==> config.mk <==
export PLATFORM = sky130hd
export DESIGN_NAME = mips_r_type_execute
export DESIGN_NICKNAME = d
export VERILOG_FILES = /design/src/hw/rtl/mrte_pkg.sv /design/src/hw/rtl/mrte_alu.sv /design/src/hw/rtl/mrte_div.sv /design/src/hw/rtl/mips_r_type_execute.sv
export SDC_FILE = /design/constraint.sdc
export NUM_CORES = 1
export LEC_CHECK = 0
export BUFFER_PORTS_ARGS = -buffer_cell sky130_fd_sc_hd__buf_2
export CAP_MARGIN = 20
export CORE_MARGIN = 3
export CORE_UTILIZATION = 55
export DETAILED_ROUTE_END_ITERATION = 8
export PLACE_DENSITY_LB_ADDON = 0.08
export SLEW_MARGIN = 20
export SYNTH_ARGS = -nofsm -noshare
export SYNTH_HDL_FRONTEND = slang
export SYNTH_SLANG_ARGS = --single-unit
==> constraint.sdc <==
create_clock -name clk -period 23.2 [get_ports clk]
set_input_delay 4.64 -clock clk [delete_from_list [all_inputs] [get_ports clk]]
set_output_delay 4.64 -clock clk [all_outputs]
set_load 0.01 [all_outputs]
==> src/hw/rtl/mrte_pkg.sv <==
// Shared codes and types for the R-type execute unit.
`default_nettype none

package mrte_pkg;

  localparam int unsigned XLEN = 32;
  localparam int unsigned SHW  = 5;

  // funct codes
  localparam logic [5:0] F_SLL  = 6'h00;
  localparam logic [5:0] F_SRL  = 6'h02;
  localparam logic [5:0] F_SRA  = 6'h03;
  localparam logic [5:0] F_SLLV = 6'h04;
  localparam logic [5:0] F_SRLV = 6'h06;
  localparam logic [5:0] F_SRAV = 6'h07;
  localparam logic [5:0] F_JR   = 6'h08;
  localparam logic [5:0] F_MFHI = 6'h10;
  localparam logic [5:0] F_MTHI = 6'h11;
  localparam logic [5:0] F_MFLO = 6'h12;
  localparam logic [5:0] F_MTLO = 6'h13;
  localparam logic [5:0] F_DIV  = 6'h1A;
  localparam logic [5:0] F_DIVU = 6'h1B;
  localparam logic [5:0] F_ADD  = 6'h20;
  localparam logic [5:0] F_ADDU = 6'h21;
  localparam logic [5:0] F_SUB  = 6'h22;
  localparam logic [5:0] F_SUBU = 6'h23;
  localparam logic [5:0] F_AND  = 6'h24;
  localparam logic [5:0] F_OR   = 6'h25;
  localparam logic [5:0] F_XOR  = 6'h26;
  localparam logic [5:0] F_NOR  = 6'h27;
  localparam logic [5:0] F_SLT  = 6'h2A;
  localparam logic [5:0] F_SLTU = 6'h2B;

  // status codes
  localparam logic [1:0] ST_OK    = 2'd0;
  localparam logic [1:0] ST_DIV0  = 2'd1;
  localparam logic [1:0] ST_UNSUP = 2'd2;

  typedef enum logic [3:0] {
    ALU_ADD, ALU_SUB, ALU_AND, ALU_OR, ALU_XOR, ALU_NOR,
    ALU_SLT, ALU_SLTU, ALU_SLL, ALU_SRL, ALU_SRA
  } alu_op_t;

  typedef struct packed {
    logic             start;
    alu_op_t          op;
    logic [SHW-1:0]   amount;
  } alu_ctrl_t;

  typedef struct packed {
    logic start;
    logic is_signed;
  } div_ctrl_t;

endpackage

`default_nettype wire

==> src/hw/rtl/mrte_alu.sv <==
// Bit-serial ALU: add, subtract, logic and compare one bit a cycle, shifts one place a cycle.
`default_nettype none

module mrte_alu
  import mrte_pkg::*;
(
  input  logic            clk,
  input  logic            rst,
  input  alu_ctrl_t       ctrl,
  input  logic [XLEN-1:0] a_in,
  input  logic [XLEN-1:0] b_in,
  output logic            done,
  output logic [XLEN-1:0] result
);

  logic            busy;
  alu_op_t         op;
  logic [SHW-1:0]  cnt;
  logic [XLEN-1:0] a_sh;
  logic [XLEN-1:0] b_sh;
  logic [XLEN-1:0] acc;
  logic            carry;

  logic is_shift;
  logic is_sub;
  logic start_sub;
  logic last;
  logic flip;
  logic abit;
  logic bbit;
  logic sum;
  logic cout;
  logic rbit;

  always_comb begin
    is_shift  = (op inside {ALU_SLL, ALU_SRL, ALU_SRA});
    is_sub    = (op inside {ALU_SUB, ALU_SLT, ALU_SLTU});
    start_sub = (ctrl.op inside {ALU_SUB, ALU_SLT, ALU_SLTU});
    last      = (cnt == '0);
    // signed compare: flip the sign bits and compare unsigned
    flip      = last && (op == ALU_SLT);
    abit      = a_sh[0] ^ flip;
    bbit      = b_sh[0] ^ flip ^ is_sub;
    sum       = abit ^ bbit ^ carry;
    cout      = (abit & bbit) | (abit & carry) | (bbit & carry);
    case (op)
      ALU_AND: rbit = a_sh[0] & b_sh[0];
      ALU_OR:  rbit = a_sh[0] | b_sh[0];
      ALU_XOR: rbit = a_sh[0] ^ b_sh[0];
      ALU_NOR: rbit = ~(a_sh[0] | b_sh[0]);
      default: rbit = sum;
    endcase
  end

  always_ff @(posedge clk) begin
    if (rst) begin
      busy <= 1'b0;
      done <= 1'b0;
    end else begin
      done <= 1'b0;
      if (ctrl.start) begin
        busy  <= 1'b1;
        op    <= ctrl.op;
        a_sh  <= a_in;
        b_sh  <= b_in;
        acc   <= b_in;
        carry <= start_sub;
        cnt   <= (ctrl.op inside {ALU_SLL, ALU_SRL, ALU_SRA}) ? ctrl.amount : SHW'(XLEN - 1);
      end else if (busy) begin
        if (is_shift) begin
          if (last) begin
            busy <= 1'b0;
            done <= 1'b1;
          end else begin
            cnt <= cnt - 1'b1;
            case (op)
              ALU_SLL: acc <= {acc[XLEN-2:0], 1'b0};
              ALU_SRL: acc <= {1'b0, acc[XLEN-1:1]};
              default: acc <= {acc[XLEN-1], acc[XLEN-1:1]};
            endcase
          end
        end else begin
          a_sh  <= {1'b0, a_sh[XLEN-1:1]};
          b_sh  <= {1'b0, b_sh[XLEN-1:1]};
          carry <= cout;
          // no carry out of a subtract means a borrow: less than
          if (last && (op inside {ALU_SLT, ALU_SLTU})) begin
            acc <= {{(XLEN-1){1'b0}}, ~cout};
          end else begin
            acc <= {rbit, acc[XLEN-1:1]};
          end
          if (last) begin
            busy <= 1'b0;
            done <= 1'b1;
          end else begin
            cnt <= cnt - 1'b1;
          end
        end
      end
    end
  end

  assign result = acc;

endmodule

`default_nettype wire

==> src/hw/rtl/mrte_div.sv <==
// Radix-2 restoring divider, one quotient bit a cycle, with sign fixup.
`default_nettype none

module mrte_div
  import mrte_pkg::*;
(
  input  logic            clk,
  input  logic            rst,
  input  div_ctrl_t       ctrl,
  input  logic [XLEN-1:0] dividend,
  input  logic [XLEN-1:0] divisor,
  output logic            done,
  output logic [XLEN-1:0] quotient,
  output logic [XLEN-1:0] remainder
);

  typedef enum logic [1:0] {S_IDLE, S_RUN, S_FIX} state_t;

  state_t          state;
  logic [SHW-1:0]  cnt;
  logic [XLEN-1:0] quo;
  logic [XLEN-1:0] rem;
  logic [XLEN-1:0] dvs;
  logic            q_neg;
  logic            r_neg;

  logic            s_neg;
  logic            t_neg;
  logic [XLEN:0]   rem_sh;
  logic [XLEN+1:0] diff;
  logic            ge;

  always_comb begin
    s_neg  = ctrl.is_signed & dividend[XLEN-1];
    t_neg  = ctrl.is_signed & divisor[XLEN-1];
    rem_sh = {rem, quo[XLEN-1]};
    diff   = {1'b0, rem_sh} - {2'b00, dvs};
    ge     = ~diff[XLEN+1];
  end

  always_ff @(posedge clk) begin
    if (rst) begin
      state <= S_IDLE;
      done  <= 1'b0;
    end else begin
      done <= 1'b0;
      case (state)
        S_IDLE: begin
          if (ctrl.start) begin
            quo   <= s_neg ? (~dividend + XLEN'(1)) : dividend;
            dvs   <= t_neg ? (~divisor + XLEN'(1)) : divisor;
            rem   <= '0;
            q_neg <= s_neg ^ t_neg;
            r_neg <= s_neg;
            cnt   <= SHW'(XLEN - 1);
            state <= S_RUN;
          end
        end
        S_RUN: begin
          rem <= ge ? diff[XLEN-1:0] : rem_sh[XLEN-1:0];
          quo <= {quo[XLEN-2:0], ge};
          if (cnt == '0) begin
            state <= S_FIX;
          end else begin
            cnt <= cnt - 1'b1;
          end
        end
        S_FIX: begin
          if (q_neg) quo <= ~quo + XLEN'(1);
          if (r_neg) rem <= ~rem + XLEN'(1);
          done  <= 1'b1;
          state <= S_IDLE;
        end
        default: state <= S_IDLE;
      endcase
    end
  end

  assign quotient  = quo;
  assign remainder = rem;

endmodule

`default_nettype wire

==> src/hw/rtl/mips_r_type_execute.sv <==
// Top level of the MIPS32 R-type execute unit with HI and LO registers.
//
//  channel  dir  tdata                                   tuser
//  s_axis   in   rs_value, rt_value, shift_amount        req_type (funct)
//  m_axis   out  rd_value, pc_target                     rd_write, pc_write, status
//
// One request at a time. Path from accepted request to result on m_axis:
// jr, mfhi/mflo, mthi/mtlo and rejected requests go to the output register;
// shifts, add, sub, logic and compare run in the bit-serial ALU (all 32 bits
// but for shifts); div and divu run 32 restoring steps plus a sign fixup.
// rst clears control state and HI/LO. A stalled m_axis holds the result in the
// output register while the next request is taken and worked on.
`default_nettype none

module mips_r_type_execute
  import mrte_pkg::*;
(
  input  logic        clk,
  input  logic        rst,
  input  logic        s_axis_tvalid,
  output logic        s_axis_tready,
  input  logic [71:0] s_axis_tdata,  // rs_value[31:0], rt_value[63:32], shift_amount[68:64], zero
  input  logic [5:0]  s_axis_tuser,  // req_type[5:0]
  output logic        m_axis_tvalid,
  input  logic        m_axis_tready,
  output logic [63:0] m_axis_tdata,  // rd_value[31:0], pc_target[63:32]
  output logic [3:0]  m_axis_tuser   // rd_write[0], pc_write[1], status[3:2]
);

  typedef enum logic [1:0] {S_IDLE, S_ALU, S_DIV, S_HOLD} state_t;

  state_t state;

  // architectural HI/LO
  logic [XLEN-1:0] hi_reg;
  logic [XLEN-1:0] lo_reg;

  // result held until the output register is free
  logic [XLEN-1:0] res_rd;
  logic            res_wr;
  logic            res_pcw;
  logic [XLEN-1:0] res_target;
  logic [1:0]      res_status;

  // request fields
  logic [5:0]      req_type;
  logic [XLEN-1:0] rs_value;
  logic [XLEN-1:0] rt_value;
  logic [SHW-1:0]  shift_amount;
  logic            accept;
  logic            out_load;

  assign req_type     = s_axis_tuser;
  assign rs_value     = s_axis_tdata[31:0];
  assign rt_value     = s_axis_tdata[63:32];
  assign shift_amount = s_axis_tdata[68:64];
  assign s_axis_tready = (state == S_IDLE);
  assign accept       = s_axis_tvalid && s_axis_tready;
  // move the held result out when the output register is empty or being drained
  assign out_load     = (state == S_HOLD) && (!m_axis_tvalid || m_axis_tready);

  // decode
  alu_ctrl_t       alu_ctrl;
  div_ctrl_t       div_ctrl;
  logic            use_alu;
  logic            use_div;
  alu_op_t         dec_op;
  logic [SHW-1:0]  dec_amount;
  logic [XLEN-1:0] dec_rd;
  logic            dec_wr;
  logic            dec_pcw;
  logic [XLEN-1:0] dec_target;
  logic [1:0]      dec_status;
  logic            dec_hi_wr;
  logic            dec_lo_wr;

  always_comb begin
    use_alu    = 1'b0;
    use_div    = 1'b0;
    dec_op     = ALU_ADD;
    dec_amount = shift_amount;
    dec_rd     = '0;
    dec_wr     = 1'b0;
    dec_pcw    = 1'b0;
    dec_target = '0;
    dec_status = ST_OK;
    dec_hi_wr  = 1'b0;
    dec_lo_wr  = 1'b0;
    case (req_type)
      F_SLL:  begin use_alu = 1'b1; dec_op = ALU_SLL; end
      F_SRL:  begin use_alu = 1'b1; dec_op = ALU_SRL; end
      F_SRA:  begin use_alu = 1'b1; dec_op = ALU_SRA; end
      F_SLLV: begin use_alu = 1'b1; dec_op = ALU_SLL; dec_amount = rs_value[SHW-1:0]; end
      F_SRLV: begin use_alu = 1'b1; dec_op = ALU_SRL; dec_amount = rs_value[SHW-1:0]; end
      F_SRAV: begin use_alu = 1'b1; dec_op = ALU_SRA; dec_amount = rs_value[SHW-1:0]; end
      F_ADD, F_ADDU: begin use_alu = 1'b1; dec_op = ALU_ADD; end
      F_SUB, F_SUBU: begin use_alu = 1'b1; dec_op = ALU_SUB; end
      F_AND:  begin use_alu = 1'b1; dec_op = ALU_AND; end
      F_OR:   begin use_alu = 1'b1; dec_op = ALU_OR; end
      F_XOR:  begin use_alu = 1'b1; dec_op = ALU_XOR; end
      F_NOR:  begin use_alu = 1'b1; dec_op = ALU_NOR; end
      F_SLT:  begin use_alu = 1'b1; dec_op = ALU_SLT; end
      F_SLTU: begin use_alu = 1'b1; dec_op = ALU_SLTU; end
      F_JR: begin
        dec_pcw    = 1'b1;
        dec_target = rs_value;
      end
      F_MFHI: begin dec_wr = 1'b1; dec_rd = hi_reg; end
      F_MFLO: begin dec_wr = 1'b1; dec_rd = lo_reg; end
      F_MTHI: dec_hi_wr = 1'b1;
      F_MTLO: dec_lo_wr = 1'b1;
      F_DIV, F_DIVU: begin
        // divide by zero: flag and leave HI/LO alone
        if (rt_value == '0) dec_status = ST_DIV0;
        else use_div = 1'b1;
      end
      default: dec_status = ST_UNSUP;
    endcase
    if (use_alu) dec_wr = 1'b1;

    alu_ctrl.start     = accept && use_alu;
    alu_ctrl.op        = dec_op;
    alu_ctrl.amount    = dec_amount;
    div_ctrl.start     = accept && use_div;
    div_ctrl.is_signed = (req_type == F_DIV);
  end

  logic            alu_done;
  logic [XLEN-1:0] alu_result;
  logic            div_done;
  logic [XLEN-1:0] div_quo;
  logic [XLEN-1:0] div_rem;

  mrte_alu u_alu (
    .clk    (clk),
    .rst    (rst),
    .ctrl   (alu_ctrl),
    .a_in   (rs_value),
    .b_in   (rt_value),
    .done   (alu_done),
    .result (alu_result)
  );

  mrte_div u_div (
    .clk       (clk),
    .rst       (rst),
    .ctrl      (div_ctrl),
    .dividend  (rs_value),
    .divisor   (rt_value),
    .done      (div_done),
    .quotient  (div_quo),
    .remainder (div_rem)
  );

  always_ff @(posedge clk) begin
    if (rst) begin
      state         <= S_IDLE;
      hi_reg        <= '0;
      lo_reg        <= '0;
      m_axis_tvalid <= 1'b0;
    end else begin
      // drop the output once the consumer takes it, unless a new result moves in
      if (m_axis_tvalid && m_axis_tready && !out_load) m_axis_tvalid <= 1'b0;

      case (state)
        S_IDLE: begin
          if (accept) begin
            res_rd     <= dec_rd;
            res_wr     <= dec_wr;
            res_pcw    <= dec_pcw;
            res_target <= dec_target;
            res_status <= dec_status;
            if (dec_hi_wr) hi_reg <= rs_value;
            if (dec_lo_wr) lo_reg <= rs_value;
            if (use_alu)      state <= S_ALU;
            else if (use_div) state <= S_DIV;
            else              state <= S_HOLD;
          end
        end
        S_ALU: begin
          if (alu_done) begin
            res_rd <= alu_result;
            state  <= S_HOLD;
          end
        end
        S_DIV: begin
          if (div_done) begin
            hi_reg <= div_rem;
            lo_reg <= div_quo;
            state  <= S_HOLD;
          end
        end
        S_HOLD: begin
          // advance into the output register when it is free
          if (out_load) begin
            m_axis_tvalid <= 1'b1;
            m_axis_tdata  <= {res_target, res_rd};
            m_axis_tuser  <= {res_status, res_pcw, res_wr};
            state         <= S_IDLE;
          end
        end
        default: state <= S_IDLE;
      endcase
    end
  end

endmodule

`default_nettype wire
==> results_dict.tcl <==
set metrics [dict create \
    routed_wl_microns 62060 \
    setup_viol 0 \
    peakVddDrop_mv 0.09579 \
    largest_reg_flops 64 \
    timing.final.crit_share 0.3379 \
    cp_max_fo 32 \
    synth_flop_cell "edfxtp_1" \
    synthSimpleGateAreaFrac 0.1667 \
    synth.top_cell.area_share 0.4663 \
    seq_power_share 0.462 \
    nets 2486 \
    hpwl_microns 44060 \
    grt_util_met2 0.4622 \
    htreeDepth 2 \
    crit_path_end_kind "flop" \
    cts_tree "done" \
    clkSlewWorstSetupHoldPaths_ns 0.06 \
    root_buffer "clkbuf_16" \
    worst_slack_ns 15.36 \
    area_delta_synth_final_pct 11.84 \
    post_drt_wl_per_cell_microns 21.34 \
    p_int_mw 1.471 \
    worst_pin_slew_ns 1.074 \
    gp_congestion 0.9125 \
    min_path_cells 0 \
    antenna_found_initial 1 \
    rsz0062_at_grt "false" \
    drive_gt1_frac 0.1181 \
    synth_top_family_by_area "compound AO/OA/AOI/OAI gates" \
    tns_ns 0 \
    grt_pass1_wl_microns 96110 \
    hold_path_class "flop to flop" \
    clkLatencyLatePin_ns 0.58 \
    avgSynthCellArea_sq_um 9.788 \
    grt.busiest_layer "met2" \
    io_pins 152 \
    maxCapViolations 0 \
    grt_pass1_vias 17050 \
    hold_violations 0 \
    grt_usage 0.2881 \
    dp_slack_ns 14.92 \
    synth_mux_area_frac 0.01363 \
    yosys.area.top_type "edfxtp_1" \
    switching_power_uw 625.6 \
    syn-cell-area_sq_mm 0.02222 \
    maxSlewViolCount 0 \
    grt_max_degree 102 \
    synthesis.nets 2403 \
    yosys_warnings 0 \
    vias 17740 \
    die_h_microns 207.0 \
    final_cells 2908 \
    synth_cell_types 76 \
    ys_ff_latch 417 \
    met3_usage 0.04203 \
    synth_compound_area_frac 0.1693 \
    overflow 0 \
    synth_xor_area_frac 0.05203 \
    path_class "input pin to flop" \
    clock-sinks 417 \
    die_w_microns 207.0 \
    fin_hold_ws_ns 0.4182 \
    ant_nets 0 \
    p_leak_nw 9.208 \
    status "finished, final reports clean" \
    synth_cells 2270 \
    post_cts_resized 0 \
    synth-edff-count 345 \
    cts.hold.buffers_added 0 \
    via_per_inst 6.102 \
    fin_skew_ns 0.01906 \
    synthAdderAreaFrac 0.02940 \
    cts_made_buffers 44 \
    switching_share 0.2984 \
    post-cts-setup-buffers 0 \
    worst-r2r-cell-count 10 \
    cp_data_required_time_ns 23.47 \
    netlist_top_cells_area "edfxtp_1 47%, dfxtp_1 6.5%, nand2_1 5.0%" \
    max-slew-margin-rel 0.2823 \
    drc_errors 0 \
    fin_util 0.6326 \
    initial_utilization 0.5657 \
    io_buffers 148 \
    start_kind "input pin" \
    top_register "m_axis_tdata" \
    dr.pass1.iters 6 \
    synth.most_common_cell "edfxtp_1" \
    synthArstFlopShare 0 \
    core-area_sq_mm 0.03928 \
    cp.arrival_ns 8.11 \
    power_density_mw_per_mm2 84.37 \
    met1_usage 0.4087 \
    die_area_sq_mm 0.04284 \
    pwr-share-comb 0.191 \
    fin_crit_ns 7.838 \
    cts_buffer_depth 3 \
    timing.fmax_mhz 127.6 \
    synth-seq-area-share 0.5311 \
    dp.cells 2824 \
    row_count 72 \
    pwr-share-clk 0.347 \
    reg2reg_slack_ns 19.35 \
    first_iter_violations 1515 \
    synth_common_cells "345 x edfxtp_1, 298 x nand2_1, 258 x nor2_1" \
]
==> path summary, 6_finish.rpt <==
check	end	from
hold reg to reg	m_axis_tdata[37]	res_target[5]
hold / removal	m_axis_tdata[37]	res_target[5]
setup reg to reg	u_div.remainder[31]	u_div.remainder[7]
setup / recovery	u_div.remainder[29]	s_axis_tdata[33]
==> worst max-delay path, cell delays in order <==
cell and delay, ns:
buf_2 0.13, inv_1 0.07, ha_1 0.19, or4b_2 0.63, nor4b_1 0.74, nand4_1 0.58, nand2_1 0.29, nor2_1 0.10
nor2_1 0.18, or3_1 0.20, a21oi_2 0.04, buf_4 0.29
==> cell type report <==
type                       instances  area, sq um
antenna                            2        5.005
clock buffer                      57         1170
clock inverter                    24        294.0
fill                            3330        14430
inverter                          80        300.3
multi-input combinational       1637         9689
sequential                       417        11800
tap                              518        648.1
timing repair buffer             173        940.9
==> power groups by stage <==
stage	combinational [mW]	clock [mW]	sequential [mW]
6_report	0.401	0.727	0.968
5_1_grt	0.452	0.765	0.976
4_1_cts	0.399	0.736	0.968
3_5_place_dp	0.396	0	0.983
3_3_place_gp	0.386	0	0.979
2_1_floorplan	0.275	0	0.975
==> per-stage QoR <==
stage                     area, sq um  total power, mW
after CTS                       24820            2.104
final                           24850            2.096
after global routing            24840            2.193
after global placement          23360            1.365
after detailed placement        23360            1.379
after floorplan                 22220            1.250
==> cell usage in the layout, fill, tap and decap left out, types with 15 or more instances in the layout <==
master       n
a31oi_1     19
a211oi_1    71
dfxtp_1     72
nor4_1      15
nor2_1     255
xnor2_1     75
edfxtp_1   345
nor3_1      34
or3_1       16
a21oi_1    188
inv_1       80
nand2_1    297
clkbuf_16   44
nand3_1     20
nor2b_1     48
xor2_1      57
a22oi_1     44
o21ai_0    169
and2_1      41
ha_1        45
o22ai_1     20
mux2i_1     28
buf_2      148
buf_4       24
==> per-layer routing <==
metal,routed length [microns],share of wire
met1,27450,0.44
met2,29200,0.47
met3,3755,0.061
met4,1644,0.026
met5,0,0
==> kinds of logic after synthesis <==
logic type | Yosys count
muxes | 30
xor gates and xnor gates | 132
DFF | 417
buffers and inverters | 216
and+or+nand+nor | 810
adders and majority gates | 51
AOI/OAI and AO/OA | 614
No activity file was read; power rests on OpenSTA's default activity.
